$ cat config.mk
export PLATFORM = sky130hd
export DESIGN_NAME = fixed_window_request_quota_flat
export DESIGN_NICKNAME = d
export VERILOG_FILES = /design/src/hdl/frq_pkg.sv /design/src/hdl/frq_if.sv /design/src/hdl/frq_cfg_regs.sv /design/src/hdl/frq_core.sv /design/src/hdl/fixed_window_request_quota.sv /design/src/flat_wrapper.sv
export SDC_FILE = /design/constraint.sdc
export NUM_CORES = 1
export LEC_CHECK = 0
export BUFFER_PORTS_ARGS = -buffer_cell sky130_fd_sc_hd__buf_2
export CORE_MARGIN = 2
export CORE_UTILIZATION = 40
export CTS_CLUSTER_DIAMETER = 50
export DETAILED_ROUTE_END_ITERATION = 16
export PLACE_DENSITY_LB_ADDON = 0.08
export SLEW_MARGIN = 20
export SYNTH_ARGS = -nofsm -noshare
export SYNTH_HDL_FRONTEND = slang
export SYNTH_SLANG_ARGS = --single-unit
$ cat constraint.sdc
create_clock -name clk -period 7.5 [get_ports clk]
set_clock_uncertainty 0.2 [all_clocks]
set_input_delay 1.125 -clock clk [delete_from_list [all_inputs] [get_ports clk]]
set_output_delay 1.125 -clock clk [all_outputs]
set_load 0.02 [all_outputs]
$ cat src/hdl/frq_pkg.sv
// Package for the fixed-window request quota block.
// Holds the shared types, register indexes, item kinds and constants.
// No dependencies.
package frq_pkg;

    // Length of one minute window in milliseconds.
    localparam logic [31:0] WINDOW_MS = 32'd60000;

    // Reset values of the configuration registers.
    localparam logic [31:0] DAILY_LIMIT_RST  = 32'd500;
    localparam logic [31:0] MINUTE_LIMIT_RST = 32'd15;

    // Stored day value meaning the day is not yet known.
    localparam logic signed [9:0] DAY_UNKNOWN = -10'sd1;

    // Configuration port geometry and register indexes.
    localparam int CFG_IDX_W  = 1;
    localparam int CFG_DATA_W = 32;
    localparam logic [CFG_IDX_W-1:0] CFG_DAILY_LIMIT  = 1'd0;
    localparam logic [CFG_IDX_W-1:0] CFG_MINUTE_LIMIT = 1'd1;

    // Item kinds; the unused code behaves like a query.
    localparam logic [1:0] KIND_RECORD = 2'd0;
    localparam logic [1:0] KIND_QUERY  = 2'd1;
    localparam logic [1:0] KIND_CLEAR  = 2'd2;

    typedef struct packed {
        logic [31:0] daily_limit;
        logic [31:0] minute_limit;
    } cfg_t;

    typedef struct packed {
        logic [1:0]         kind;
        logic [31:0]        now_ms;
        logic signed [9:0]  day_number;
        logic [31:0]        prompt_tokens;
        logic [31:0]        response_tokens;
        logic [31:0]        total_tokens;
    } item_t;

    typedef struct packed {
        logic        allowed;
        logic [31:0] count_today;
        logic [31:0] count_minute;
        logic [31:0] prompt_sum;
        logic [31:0] response_sum;
        logic [31:0] token_sum;
    } result_t;

endpackage

$ cat src/hdl/frq_if.sv
// Channel interfaces for the request quota block: request words in,
// result words out, each with valid/ready handshake. No dependencies.
interface frq_req_if;
    logic               valid;
    logic               ready;
    logic [1:0]         kind;
    logic [31:0]        now_ms;
    logic signed [9:0]  day_number;
    logic [31:0]        prompt_tokens;
    logic [31:0]        response_tokens;
    logic [31:0]        total_tokens;

    modport source (
        output valid, kind, now_ms, day_number, prompt_tokens, response_tokens,
               total_tokens,
        input  ready
    );
    modport sink (
        input  valid, kind, now_ms, day_number, prompt_tokens, response_tokens,
               total_tokens,
        output ready
    );
endinterface

interface frq_rsp_if;
    logic        valid;
    logic        ready;
    logic        allowed;
    logic [31:0] count_today;
    logic [31:0] count_minute;
    logic [31:0] prompt_sum;
    logic [31:0] response_sum;
    logic [31:0] token_sum;

    modport source (
        output valid, allowed, count_today, count_minute, prompt_sum,
               response_sum, token_sum,
        input  ready
    );
    modport sink (
        input  valid, allowed, count_today, count_minute, prompt_sum,
               response_sum, token_sum,
        output ready
    );
endinterface

$ cat src/hdl/frq_cfg_regs.sv
// Configuration registers of the request quota block (daily and minute limits).
// Depends on frq_pkg.
module frq_cfg_regs
    import frq_pkg::*;
(
    input  logic                  clk,
    input  logic                  rst_n,
    input  logic                  cfg_we,
    input  logic [CFG_IDX_W-1:0]  cfg_index,
    input  logic [CFG_DATA_W-1:0] cfg_data,
    output cfg_t                  cfg
);

    logic [31:0] daily_limit_reg;
    logic [31:0] daily_limit_next;
    logic [31:0] minute_limit_reg;
    logic [31:0] minute_limit_next;

    // Decode the write to the addressed register.
    always_comb
    begin
        daily_limit_next  = daily_limit_reg;
        minute_limit_next = minute_limit_reg;
        if (cfg_we)
        begin
            case (cfg_index)
                CFG_DAILY_LIMIT:  daily_limit_next  = cfg_data;
                CFG_MINUTE_LIMIT: minute_limit_next = cfg_data;
                default: ;
            endcase
        end
    end

    always_ff @(posedge clk or negedge rst_n)
    begin
        if (!rst_n)
        begin
            daily_limit_reg  <= DAILY_LIMIT_RST;
            minute_limit_reg <= MINUTE_LIMIT_RST;
        end
        else
        begin
            daily_limit_reg  <= daily_limit_next;
            minute_limit_reg <= minute_limit_next;
        end
    end

    assign cfg.daily_limit  = daily_limit_reg;
    assign cfg.minute_limit = minute_limit_reg;

endmodule

$ cat src/hdl/frq_core.sv
// Quota state and per-word update: day and window counters, token sums,
// and the allow verdict for the result word. Depends on frq_pkg.
module frq_core
    import frq_pkg::*;
(
    input  logic    clk,
    input  logic    rst_n,
    input  logic    fire,
    input  item_t   item,
    input  cfg_t    cfg,
    output result_t result
);

    logic signed [9:0] stored_day_reg;
    logic signed [9:0] stored_day_next;
    logic [31:0]       window_start_reg;
    logic [31:0]       window_start_next;
    logic [31:0]       day_requests_reg;
    logic [31:0]       day_requests_next;
    logic [31:0]       window_requests_reg;
    logic [31:0]       window_requests_next;
    logic [31:0]       day_prompt_reg;
    logic [31:0]       day_prompt_next;
    logic [31:0]       day_response_reg;
    logic [31:0]       day_response_next;
    logic [31:0]       day_total_reg;
    logic [31:0]       day_total_next;

    logic        is_record;
    logic        is_clear;
    logic        expired_before;
    logic        expired_after;
    logic        new_day;
    logic        clear_day;
    logic        clear_window;
    logic [31:0] elapsed;

    // Decode the word kind.
    always_comb
    begin
        is_record = 1'b0;
        is_clear  = 1'b0;
        case (item.kind)
            KIND_RECORD: is_record = 1'b1;
            KIND_CLEAR:  is_clear  = 1'b1;
            KIND_QUERY:  ;
            default:     ;
        endcase
    end

    // Window age taken modulo 2^32, and the day change check.
    assign elapsed        = item.now_ms - window_start_reg;
    assign expired_before = (elapsed >= WINDOW_MS);
    assign new_day        = is_record && !item.day_number[9]
                            && (item.day_number != stored_day_reg);
    assign clear_day      = new_day || is_clear;
    assign clear_window   = is_clear || (is_record && expired_before);
    // A record word restarts an expired window, so it never sees it expired.
    assign expired_after  = expired_before && !is_record;

    // Next state after this word.
    always_comb
    begin
        stored_day_next   = new_day ? item.day_number : stored_day_reg;
        window_start_next = (is_record && expired_before) ? item.now_ms
                                                          : window_start_reg;
        day_requests_next    = (clear_day ? 32'd0 : day_requests_reg)
                               + {31'd0, is_record};
        window_requests_next = (clear_window ? 32'd0 : window_requests_reg)
                               + {31'd0, is_record};
        day_prompt_next   = (clear_day ? 32'd0 : day_prompt_reg)
                            + (is_record ? item.prompt_tokens : 32'd0);
        day_response_next = (clear_day ? 32'd0 : day_response_reg)
                            + (is_record ? item.response_tokens : 32'd0);
        day_total_next    = (clear_day ? 32'd0 : day_total_reg)
                            + (is_record ? item.total_tokens : 32'd0);
    end

    // Result word from the updated counters.
    always_comb
    begin
        result.allowed = !((!expired_after
                            && (window_requests_next >= cfg.minute_limit))
                           || ((cfg.daily_limit != 32'd0)
                               && (day_requests_next >= cfg.daily_limit)));
        result.count_today  = day_requests_next;
        result.count_minute = expired_after ? 32'd0 : window_requests_next;
        result.prompt_sum   = day_prompt_next;
        result.response_sum = day_response_next;
        result.token_sum    = day_total_next;
    end

    // State registers advance only when the word moves to the result stage.
    always_ff @(posedge clk or negedge rst_n)
    begin
        if (!rst_n)
        begin
            stored_day_reg      <= DAY_UNKNOWN;
            window_start_reg    <= 32'd0;
            day_requests_reg    <= 32'd0;
            window_requests_reg <= 32'd0;
            day_prompt_reg      <= 32'd0;
            day_response_reg    <= 32'd0;
            day_total_reg       <= 32'd0;
        end
        else if (fire)
        begin
            stored_day_reg      <= stored_day_next;
            window_start_reg    <= window_start_next;
            day_requests_reg    <= day_requests_next;
            window_requests_reg <= window_requests_next;
            day_prompt_reg      <= day_prompt_next;
            day_response_reg    <= day_response_next;
            day_total_reg       <= day_total_next;
        end
    end

`ifndef NO_ASSERTIONS
    // A clear word leaves every counter at zero.
    assert property (@(posedge clk) disable iff (!rst_n)
        fire && item.kind == KIND_CLEAR |=>
            day_requests_reg == 32'd0 && window_requests_reg == 32'd0
            && day_prompt_reg == 32'd0 && day_response_reg == 32'd0
            && day_total_reg == 32'd0)
        else $error("clear word left a counter nonzero");

    // A query word changes no state.
    assert property (@(posedge clk) disable iff (!rst_n)
        fire && item.kind == KIND_QUERY |=>
            $stable(day_requests_reg) && $stable(window_requests_reg)
            && $stable(window_start_reg) && $stable(stored_day_reg)
            && $stable(day_total_reg))
        else $error("query word changed state");

    // The window start moves only on an accepted record word.
    assert property (@(posedge clk) disable iff (!rst_n)
        !(fire && item.kind == KIND_RECORD) |=> $stable(window_start_reg))
        else $error("window start moved without a record word");
`endif

endmodule

$ cat src/hdl/fixed_window_request_quota.sv
// Top level of the fixed-window request quota block: input stage, quota
// core, result register. Depends on frq_pkg, frq_if, frq_cfg_regs, frq_core.
//
// Usage:
//   req carries request words (kind, now_ms, day_number, three token counts);
//   rsp carries one result word per request word (verdict and counters).
//   A word moves on a rising edge where valid and ready are both high.
//   The limits are written through cfg_we/cfg_index/cfg_data, index 0 the
//   daily limit and index 1 the minute limit, while no word is in flight.
//   A request word accepted on req enters the input register and then, once the
//   result register is free or being read, moves on into the result register.
//   Throughput: one word per cycle while rsp.ready stays high; the quota state
//   is read and rewritten as a word moves from the input to the result register.
//   Reset clears both stages, sets the limits to 500 per day and 15 per
//   window, marks the day unknown and zeroes all counters and the window.
//   When the receiver stalls, the result register holds its word and the
//   input stage still takes one more word; req.ready falls only when both
//   stages are full, and the stored state waits with the held word.
module fixed_window_request_quota
    import frq_pkg::*;
(
    input  logic                  clk,
    input  logic                  rst_n,
    input  logic                  cfg_we,
    input  logic [CFG_IDX_W-1:0]  cfg_index,
    input  logic [CFG_DATA_W-1:0] cfg_data,
    frq_req_if.sink               req,
    frq_rsp_if.source             rsp
);

    cfg_t    cfg;
    item_t   item_reg;
    logic    item_valid_reg;
    logic    item_valid_next;
    result_t core_result;
    result_t result_reg;
    logic    result_valid_reg;
    logic    result_valid_next;
    logic    stage_free;
    logic    advance;
    logic    take;

    frq_cfg_regs u_cfg (
        .clk       (clk),
        .rst_n     (rst_n),
        .cfg_we    (cfg_we),
        .cfg_index (cfg_index),
        .cfg_data  (cfg_data),
        .cfg       (cfg)
    );

    // Handshake: the result register frees when empty or being read.
    assign stage_free = !result_valid_reg || rsp.ready;
    assign advance    = item_valid_reg && stage_free;
    assign req.ready  = !item_valid_reg || stage_free;
    assign take       = req.valid && req.ready;

    assign item_valid_next   = take || (item_valid_reg && !stage_free);
    assign result_valid_next = advance || (result_valid_reg && !rsp.ready);

    frq_core u_core (
        .clk    (clk),
        .rst_n  (rst_n),
        .fire   (advance),
        .item   (item_reg),
        .cfg    (cfg),
        .result (core_result)
    );

    // Input stage valid and result valid.
    always_ff @(posedge clk or negedge rst_n)
    begin
        if (!rst_n)
        begin
            item_valid_reg   <= 1'b0;
            result_valid_reg <= 1'b0;
        end
        else
        begin
            item_valid_reg   <= item_valid_next;
            result_valid_reg <= result_valid_next;
        end
    end

    // Payload registers.
    always_ff @(posedge clk)
    begin
        if (take)
        begin
            item_reg.kind            <= req.kind;
            item_reg.now_ms          <= req.now_ms;
            item_reg.day_number      <= req.day_number;
            item_reg.prompt_tokens   <= req.prompt_tokens;
            item_reg.response_tokens <= req.response_tokens;
            item_reg.total_tokens    <= req.total_tokens;
        end
        if (advance)
        begin
            result_reg <= core_result;
        end
    end

    assign rsp.valid        = result_valid_reg;
    assign rsp.allowed      = result_reg.allowed;
    assign rsp.count_today  = result_reg.count_today;
    assign rsp.count_minute = result_reg.count_minute;
    assign rsp.prompt_sum   = result_reg.prompt_sum;
    assign rsp.response_sum = result_reg.response_sum;
    assign rsp.token_sum    = result_reg.token_sum;

`ifndef NO_ASSERTIONS
    // Input back-pressure only when both stages are full and the output stalls.
    assert property (@(posedge clk) disable iff (!rst_n)
        !req.ready |-> item_valid_reg && rsp.valid && !rsp.ready)
        else $error("input stalled without a full pipeline");

    // A word leaving the input stage shows up as a result next cycle.
    assert property (@(posedge clk) disable iff (!rst_n)
        advance |=> rsp.valid)
        else $error("advanced word produced no result");

    // An accepted word is held in the input stage the next cycle.
    assert property (@(posedge clk) disable iff (!rst_n)
        take |=> item_valid_reg)
        else $error("accepted word lost from input stage");
`endif

endmodule
$ cat src/flat_wrapper.sv
// flat-port wrapper written by rule: the top's interface ports become plain ports
module fixed_window_request_quota_flat import frq_pkg::*;
  (clk, rst_n, cfg_we, cfg_index, cfg_data, req_valid, req_kind, req_now_ms, req_day_number, req_prompt_tokens, req_response_tokens, req_total_tokens, req_ready, rsp_valid, rsp_allowed, rsp_count_today, rsp_count_minute, rsp_prompt_sum, rsp_response_sum, rsp_token_sum, rsp_ready);
  frq_req_if req_i ();
  frq_rsp_if rsp_i ();
  input  logic clk;
  input  logic rst_n;
  input  logic cfg_we;
  input  logic [CFG_IDX_W-1:0] cfg_index;
  input  logic [CFG_DATA_W-1:0] cfg_data;
  input wire logic [$bits(req_i.valid)-1:0] req_valid;
  input wire logic [$bits(req_i.kind)-1:0] req_kind;
  input wire logic [$bits(req_i.now_ms)-1:0] req_now_ms;
  input wire logic [$bits(req_i.day_number)-1:0] req_day_number;
  input wire logic [$bits(req_i.prompt_tokens)-1:0] req_prompt_tokens;
  input wire logic [$bits(req_i.response_tokens)-1:0] req_response_tokens;
  input wire logic [$bits(req_i.total_tokens)-1:0] req_total_tokens;
  output wire logic [$bits(req_i.ready)-1:0] req_ready;
  output wire logic [$bits(rsp_i.valid)-1:0] rsp_valid;
  output wire logic [$bits(rsp_i.allowed)-1:0] rsp_allowed;
  output wire logic [$bits(rsp_i.count_today)-1:0] rsp_count_today;
  output wire logic [$bits(rsp_i.count_minute)-1:0] rsp_count_minute;
  output wire logic [$bits(rsp_i.prompt_sum)-1:0] rsp_prompt_sum;
  output wire logic [$bits(rsp_i.response_sum)-1:0] rsp_response_sum;
  output wire logic [$bits(rsp_i.token_sum)-1:0] rsp_token_sum;
  input wire logic [$bits(rsp_i.ready)-1:0] rsp_ready;
  assign req_i.valid = req_valid;
  assign req_i.kind = req_kind;
  assign req_i.now_ms = req_now_ms;
  assign req_i.day_number = req_day_number;
  assign req_i.prompt_tokens = req_prompt_tokens;
  assign req_i.response_tokens = req_response_tokens;
  assign req_i.total_tokens = req_total_tokens;
  assign req_ready = req_i.ready;
  assign rsp_valid = rsp_i.valid;
  assign rsp_allowed = rsp_i.allowed;
  assign rsp_count_today = rsp_i.count_today;
  assign rsp_count_minute = rsp_i.count_minute;
  assign rsp_prompt_sum = rsp_i.prompt_sum;
  assign rsp_response_sum = rsp_i.response_sum;
  assign rsp_token_sum = rsp_i.token_sum;
  assign rsp_i.ready = rsp_ready;
  fixed_window_request_quota u_core (.clk(clk), .rst_n(rst_n), .cfg_we(cfg_we), .cfg_index(cfg_index), .cfg_data(cfg_data), .req(req_i), .rsp(rsp_i));
endmodule
After elaboration in Yosys (flattened, before gate mapping)
Index checks and enable logic that the tools add are counted.
{"block": "classes", "n_addsub": 6, "n_lt_le_gt_ge": 3, "n_eq_ne": 2, "mux": 10, "n_bitwise": 1, "n_reduce_logical": 31}
{"operator": "$mux 32", "count": 8}
{"operator": "$add 32x32->32", "count": 3}
{"operator": "$add 32x1->32", "count": 2}
{"operator": "$ge 32x32->1", "count": 2}
{"operator": "$ge 32x16->1 const B", "count": 1}
{"operator": "$reduce_bool 32->1", "count": 1}
{"operator": "$sub 32x32->32", "count": 1}
{"operator": "$logic_and 1x1->1", "count": 10}
{"operator": "$ne 10x10->1", "count": 1}
{"operator": "$logic_not 1->1", "count": 8}
{"operator": "$reduce_and 2->1", "count": 4}
{"operator": "$logic_or 1x1->1", "count": 7}
{"operator": "$eq 2x2->1 const B", "count": 1}
{"operator": "$logic_not 2->1", "count": 1}
{"operator": "$mux 1", "count": 2}
{"operator": "$not 1->1", "count": 1}
{"block": "totals", "register_bits": 569, "inputBits": 178, "out_inout_bits": 163, "elab_cells": 76}

Depth between registers and ports, before layout
Gate-level depths: netlist of run 1.
{"block": "depth", "ltp_word": 11, "ltp_mapped": 41, "mapped_depth_nobuf": 40}

Cells and area by module
Synthesis of run 1 repeated with hierarchy kept, for this count alone.
{"block": "unflattened", "hier_cells": 2616, "area_unflattened_um2": 30371.6}
{"mod": "frq_core", "instances": 1, "cells_each": 2170, "area_per_inst_um2": 18790.5, "seq_area_each_um2": 5067.4}
{"mod": "fixed_window_request_quota", "instances": 1, "cells_each": 309, "area_per_inst_um2": 9142.5, "seq_area_each_um2": 9088.7}
{"mod": "frq_cfg_regs", "instances": 1, "cells_each": 137, "area_per_inst_um2": 2438.6, "seq_area_each_um2": 1614.0}

Least setup slack after synthesis of run 1
OpenSTA, ideal clock, no wires.
{"block": "synth_path", "kind": "input-to-reg", "start": "input port rsp_ready", "end": "register u_core.result_reg, in the netlist u_core.rsp.allowed (enable)", "setup_time_ns": 0.587, "t_arrival_ns": 6.540, "required_ns": 6.713, "slack_ns": 0.173, "cell_stages": 6, "n_path_buf": 3, "cell_sequence": "nand2b_1 -> nand2_1 -> inv_1 -> clkbuf_1 -> clkbuf_1 -> buf_1"}
{"block": "synth_between", "elab_chain_len": 2}
{"item": "from (decl)", "line_no": "flat_wrapper.sv:26", "source": "input wire logic [$bits(rsp_i.ready)-1:0] rsp_ready;"}
{"item": "$logic_or 1x1->1", "line_no": "fixed_window_request_quota.sv:53", "source": "assign stage_free = !result_valid_reg || rsp.ready;"}
{"item": "$logic_and 1x1->1", "line_no": "fixed_window_request_quota.sv:54", "source": "assign advance = item_valid_reg && stage_free;"}
{"item": "via u_core.advance", "line_no": "fixed_window_request_quota.sv:40", "source": "logic advance;"}
{"item": "to (signal assigned)", "line_no": "fixed_window_request_quota.sv:99", "source": "result_reg <= core_result;"}
{"item": "to (decl)", "line_no": "fixed_window_request_quota.sv:36", "source": "result_t result_reg;"}
The timed path passes the listed nets, and every way through them passes these cells.
A chain may end at the register's enable or synchronous reset.

==> results of run 1 <==
[placed cells by master (no fill, tap or decap), types with 10 or more instances in the layout]
master,n
buf_2,339
a211oi_1,12
mux2_4,30
buf_4,32
a21oi_1,133
nor3_1,35
dfrtp_1,248
and2_1,194
edfxtp_1,301
nand2_1,479
o21ai_0,144
nor4_1,15
inv_1,147
nor2_1,169
a31oi_1,12
mux2_2,60
clkinv_2,12
clkbuf_16,89
nand4_1,18
xnor2_1,93
dfstp_2,20
nand2b_1,25
nor2b_1,23
and3_1,28
mux2i_1,17
or3_1,11
xor2_1,73
o21bai_1,13
a21o_1,67
ha_1,190
nand3_1,45
bufinv_16,10
inv_6,13
o21a_1,10
[power by group]
| group | internal [mW] | switching, mW |
|---|---|---|
| combinational | 0.850 | 1.25 |
| clock | 2.57 | 1.57 |
| sequential | 3.83 | 0.211 |
[worst register-to-register path: cells and delay by family (launching register included)]
kind                       cells  cell delay [ns]
buffers and inverters          3             0.32
AOI/OAI and AO/OA             13             2.27
adders and majority gates      4             0.87
DFF                            1             0.43
xor gates and xnor gates       1             0.13
and+or+nand+nor               18             2.61
[synth_stat cells, types with 5 or more instances]
master	number
a211oi_1	13
a21o_1	67
a21oi_1	134
a31o_2	5
a31oi_1	12
a41oi_1	5
and2_1	195
and3_1	28
and4_1	8
buf_1	6
clkbuf_1	79
dfrtp_1	248
dfstp_2	20
edfxtp_1	301
ha_1	192
inv_1	148
mux2_2	60
mux2_4	30
mux2i_1	17
nand2_1	480
nand2b_1	25
nand3_1	50
nand4_1	18
nor2_1	176
nor2b_1	24
nor3_1	35
nor4_1	15
o21a_1	10
o21ai_0	145
o21ai_1	6
o21bai_1	14
o31ai_1	8
or2_2	7
or3_1	12
xnor2_1	93
xor2_1	73
[layout make-up]
class                   count  area (µm²)  area share
diodes                      2        5.00    0.000139
clock inverters            61         709      0.0197
flip-flops and latches    569       15800       0.438
well taps                 969        1210      0.0337
clock buffers              98        2270      0.0631
inverters                 148         563      0.0156
multi-input cells        2027       13500       0.374
repair buffers            374        1990      0.0554
[cell families after synthesis]
group | share of synthesized area
flops | 0.526
xor+xnor | 0.0485
simple gates | 0.169
compound gates | 0.0997
mux | 0.0432
buf+inv | 0.0313
fa+ha+maj | 0.0828
[timing repair]
| item | in CTS | in global routing |
|---|---|---|
| hold endpoints to repair | 0 | 0 |
| setup endpoints to repair | 0 | 1 |
| buffers inserted | 0 | 7 |
| gates resized for setup | 0 | 30 |
[layer usage]
layer  GRT usage  vias to the layer above
met5           0                        -
met4      0.0590                        8
met3      0.0376                      130
met2       0.323                      428
met1       0.259                    10400
li1            -                    10600
[how the worst max path moves through the flow]
stage | to | depth (start not counted) | slack [ns]
after global placement | u_core.rsp.allowed$_DFFE_PP_ | 39 | 0.11
after detailed placement | u_core.rsp.allowed$_DFFE_PP_ | 39 | 0.05
final | u_core.rsp.allowed$_DFFE_PP_ | 39 | 0.56
after floorplan | u_core.rsp.allowed$_DFFE_PP_ | 6 | 0.17
after global routing | u_core.rsp.allowed$_DFFE_PP_ | 40 | -0.11
after CTS | u_core.rsp.allowed$_DFFE_PP_ | 39 | 0.02
==> flow_summary.toml, run 1 <==
[critical_path]
path_class = "register to register"
crit_family = "simple AND/OR/NAND/NOR gates"
rr_worst_depth = 39
crit_start = "u_core.item_reg[107]$_DFFE_PP_"
path_buf_inv = 3
cp_max_fo = 6
worstSetupEndpointType = "register"
r2r-start = "u_core.item_reg[107]$_DFFE_PP_"
cp-start-kind = "register"
cp_common_cell = "nor2b_1"
timing.rr.end = "u_core.rsp.allowed$_DFFE_PP_"
rrSetupSlack_ns = 0.56
crit_path_max_incr_delay_ns = 0.43
required_ns = 7.79
cp.arrival_ns = 7.23
critPathSlowestCell = "edfxtp_1"

[clock_tree]
cts_sinks = 569
hold_buffers = 0
cts_tree = "built"
clk_pin_slew_ns = 0.06
h-tree-depth = 3
clock_latency_ns = 0.62
clockBufferDepth = 3
cts-root-buf = "clkbuf_16"
numCtsBuffers = 85

[floorplanning]
ioPinCount = 341
coreArea_um2 = 74300
start_util = 0.404
num_rows = 100
dieArea_um2 = 77200
die_y_um = 278
chipWidth_um = 278

[sta]
max_freq_mhz = 144
period_share = 0.925
timing.setup.tns_ns = 0
maxSlewViolCount = 0
worst_pin_slew_ns = 1.02
holdWs_ns = 0.262
max_slew_margin = 0.318
worst_slack_ns = 0.562
setup_viol = 0
period_needed_ns = 6.94
final-hold-violation-count = 0

[drt]
wl_met3_um = 3380
drtAntennaViolNets = 0
routed-wl-met2_um = 35500
drtPass1Iterations = 5
vias_per_cell = 5.07
routedWlPerCell_um = 17.7
m1WireLength_um = 34200
drt_first_iter_violations = 1189
highest_layer = "met5"
vias = 21500
wirelength_um = 75200
drc = 0

[power_and_ir_drop]
finalPower_mw = 10.3
p_leak_nw = 16.7
power_density_nw_per_um2 = 285
ir_worst_vdd_mv = 0.212

[hold_path]
hold_start = "u_core.u_core.day_prompt_reg[3]$_DFFE_PN0P_"
holdPathStages = 2
min_path_type = "register to register"
min_delay_worst_endpoint = "u_core.u_core.day_prompt_reg[3]$_DFFE_PN0P_"

[logic_synthesis]
yosysTopAreaCellShare = 0.301
mappedNetlistArea_um2 = 30000
synth_nets = 3211
synth.distinct_cells = 77
synth_edf_count = 301
avgSynthCellArea_um2 = 10.6
synthCells = 2837
yosys_warnings = 0
synth_area_leaders = "edfxtp_1 (30%), dfrtp_1 (21%), ha_1 (8.0%)"
synth_area_leader_cell = "edfxtp_1"
synthFlopType = "edfxtp_1"
ys_seq_area_frac = 0.526
ys_seq_elements = 569
synth-async-reset-ratio = 0.471

[global_route]
globalRoute.totalOverflow = 0
grt_pass1_vias = 22000
grt_pass1_wl_um = 120000
grt.total_usage = 0.195
antenna_found_initial = 10
grt_max_degree = 123

[finish]
drive_gt1_frac = 0.210
area_delta_synth_final_pct = 20.0
layout.nets = 3579
stdcell_count = 4248
fin_area_um2 = 36000
fin_util = 0.484
largest_reg_flops = 140
fillCellCount = 6888

[placement]
dp_hpwl_um = 51900
pre_cts_slack_ns = 0.0459
port_buffers = 340
place_inst = 4080
dpl_cell_area_um2 = 32800
place.gp.congestion = 0.883

[status]
outcome = "finished, final reports clean"

[flow_run]
cap_violations = 0
Note: power is estimated with default switching activity, not from simulation.
==> inputs of run 2 (changes only) <==
--- a/config.mk
+++ b/config.mk
@@ -7,10 +7,11 @@
 export LEC_CHECK = 0
 export BUFFER_PORTS_ARGS = -buffer_cell sky130_fd_sc_hd__buf_2
 export CORE_MARGIN = 2
-export CORE_UTILIZATION = 40
+export CORE_UTILIZATION = 50
 export CTS_CLUSTER_DIAMETER = 50
 export DETAILED_ROUTE_END_ITERATION = 16
 export PLACE_DENSITY_LB_ADDON = 0.08
+export RECOVER_POWER = 100
 export SLEW_MARGIN = 20
 export SYNTH_ARGS = -nofsm -noshare
 export SYNTH_HDL_FRONTEND = slang
==> constraint.sdc (replaced) <==
create_clock -name clk -period 7.5 [get_ports clk]
set_clock_uncertainty 0.2 [all_clocks]
set_input_delay 2.25 -clock clk [delete_from_list [all_inputs] [get_ports clk]]
set_output_delay 2.25 -clock clk [all_outputs]
set_load 0.02 [all_outputs]
==> run 2 against run 1 <==
Count of clock-buffer cells in the layout is 4 lower. Register-to-register slack is essentially flat. Clock power fell by 16%. Highest routed layer unchanged. First-iteration DRC count rose by 12%. Combinational power is 4% lower. The run now ends with capacitance limit, slew limit left. Design area shrank 3.6%. Sequential power is essentially flat. Largest cell class unchanged.
==> flow_summary.toml, run 2 (synthesized netlist as in run 1, its figures left out) <==
[status]
outcome = "finished, violations left"
violations = "capacitance limit, slew limit"

[sta]
period_needed_ns = 6.93
worst_pin_slew_ns = 4.38
timing.setup.tns_ns = 0
maxSlewViolCount = 599
max_slew_margin = -1.92
setup_viol = 0
period_share = 0.923
final-hold-violation-count = 0
max_freq_mhz = 144

[global_route]
grt_max_degree = 170
globalRoute.totalOverflow = 0
antenna_found_initial = 3
grt_pass1_wl_um = 115000
grt.total_usage = 0.230
grt_pass1_vias = 21900

[floorplanning]
ioPinCount = 341
num_rows = 89
dieArea_um2 = 62000
chipWidth_um = 249
coreArea_um2 = 59100
die_y_um = 249
start_util = 0.507

[critical_path]
required_ns = 7.79
critPathSlowestCell = "edfxtp_1"
cp.arrival_ns = 7.21
cp_max_fo = 5
worstSetupEndpointType = "register"
crit_path_max_incr_delay_ns = 0.40
path_class = "register to register"
cp-start-kind = "register"

[clock_tree]
clock_latency_ns = 0.62
h-tree-depth = 3
numCtsBuffers = 74
clockBufferDepth = 3
cts_tree = "built"
clk_pin_slew_ns = 0.06
cts_sinks = 569
cts-root-buf = "clkbuf_16"

[finish]
largest_reg_flops = 140
stdcell_count = 4022
area_delta_synth_final_pct = 15.7
drive_gt1_frac = 0.127
layout_common_cells = "nand2_1 (478), edfxtp_1 (301), dfrtp_1 (248)"
mostFrequentLayoutCell = "nand2_1"
fin_util = 0.587
layout.nets = 3559

[placement]
place.gp.congestion = 0.878
dp_hpwl_um = 49300
port_buffers = 340
place_inst = 3880

[drt]
vias_per_cell = 5.34
drtPass1Iterations = 5
drtAntennaViolNets = 0
wirelength_um = 70700
drc = 0
drt_first_iter_violations = 1333
routedWlPerCell_um = 17.6
vias = 21500

[power_and_ir_drop]
finalPower_mw = 9.50
ir_worst_vdd_mv = 0.229
p_leak_nw = 15.6
power_density_nw_per_um2 = 274

[hold_path]
min_path_type = "register to register"

[flow_run]
cap_violations = 7
[run 2: path summary, 6_finish.rpt]
check	startpoint	end	slack, ns	cells after the start
min in group asynchronous	rst_n	u_core.u_cfg.minute_limit_reg[29]$_DFFE_PN0P_	3.15	1
worst min register to register	u_core.u_core.day_total_reg[19]$_DFFE_PN0P_	u_core.u_core.day_total_reg[19]$_DFFE_PN0P_	0.26	2
worst min-delay path	u_core.u_core.day_total_reg[19]$_DFFE_PN0P_	u_core.u_core.day_total_reg[19]$_DFFE_PN0P_	0.26	2
max in group asynchronous	rst_n	u_core.u_core.window_start_reg[20]$_DFFE_PN0P_	1.11	2
worst max register to register	u_core.item_reg[110]$_DFFE_PP_	u_core.rsp.allowed$_DFFE_PP_	0.57	36
worst max-delay path	u_core.item_reg[110]$_DFFE_PP_	u_core.rsp.allowed$_DFFE_PP_	0.57	36
[run 2: stage by stage]
step	instance area (µm²)	hold slack [ns]	setup slack (ns)
after floorplan	30000	0.237	0.266
after CTS	35000	0.268	0.0296
after global placement	32600	0.248	0.196
after detailed placement	32600	0.255	0.0431
final	34700	0.265	0.574
after global routing	34700	0.287	-0.0394
[run 2: what timing repair did]
item | in CTS | in global routing
endpoints found under the setup margin | 1 | 1
setup buffers | 0 | 2
resized for setup | 0 | 26
endpoints found under the hold margin | 0 | 0
pin swaps | 1 | 5
hold buffers | 0 | 0
[run 2: area by class of cell]
cell class / instances / area (µm²)
diodes: 2 / 5.00
clock buffers: 94 / 2000
clock inverters: 44 / 412
fillers: 5137 / 24400
inverters: 148 / 557
multi-input cells: 2027 / 13400
flip-flops and latches: 569 / 15800
well taps: 773 / 967
repair buffers: 365 / 1630
[run 2: worst max-delay path, delay by kind of cell (launching register included)]
kind / cells / cell delay (ns)
flops: 1 / 0.40
xor+xnor: 1 / 0.16
buf+inv: 1 / 0.09
fa+ha+maj: 3 / 0.83
compound gates: 13 / 2.15
simple gates: 18 / 2.93
[run 2: routing by layer]
layer,GRT usage,up-vias,share of wire,wire (µm)
li1,-,10500,-,-
met1,0.306,10300,0.45,31600
met2,0.379,478,0.47,33100
met3,0.0413,135,0.052,3650
met4,0.0836,2,0.033,2320
met5,0,-,0.00018,13
[run 2: power breakdown]
group          total, mW  switching (mW)  internal [mW]
Combinational       2.02            1.24          0.781
Sequential          4.04           0.207           3.83
Clock               3.45            1.42           2.03
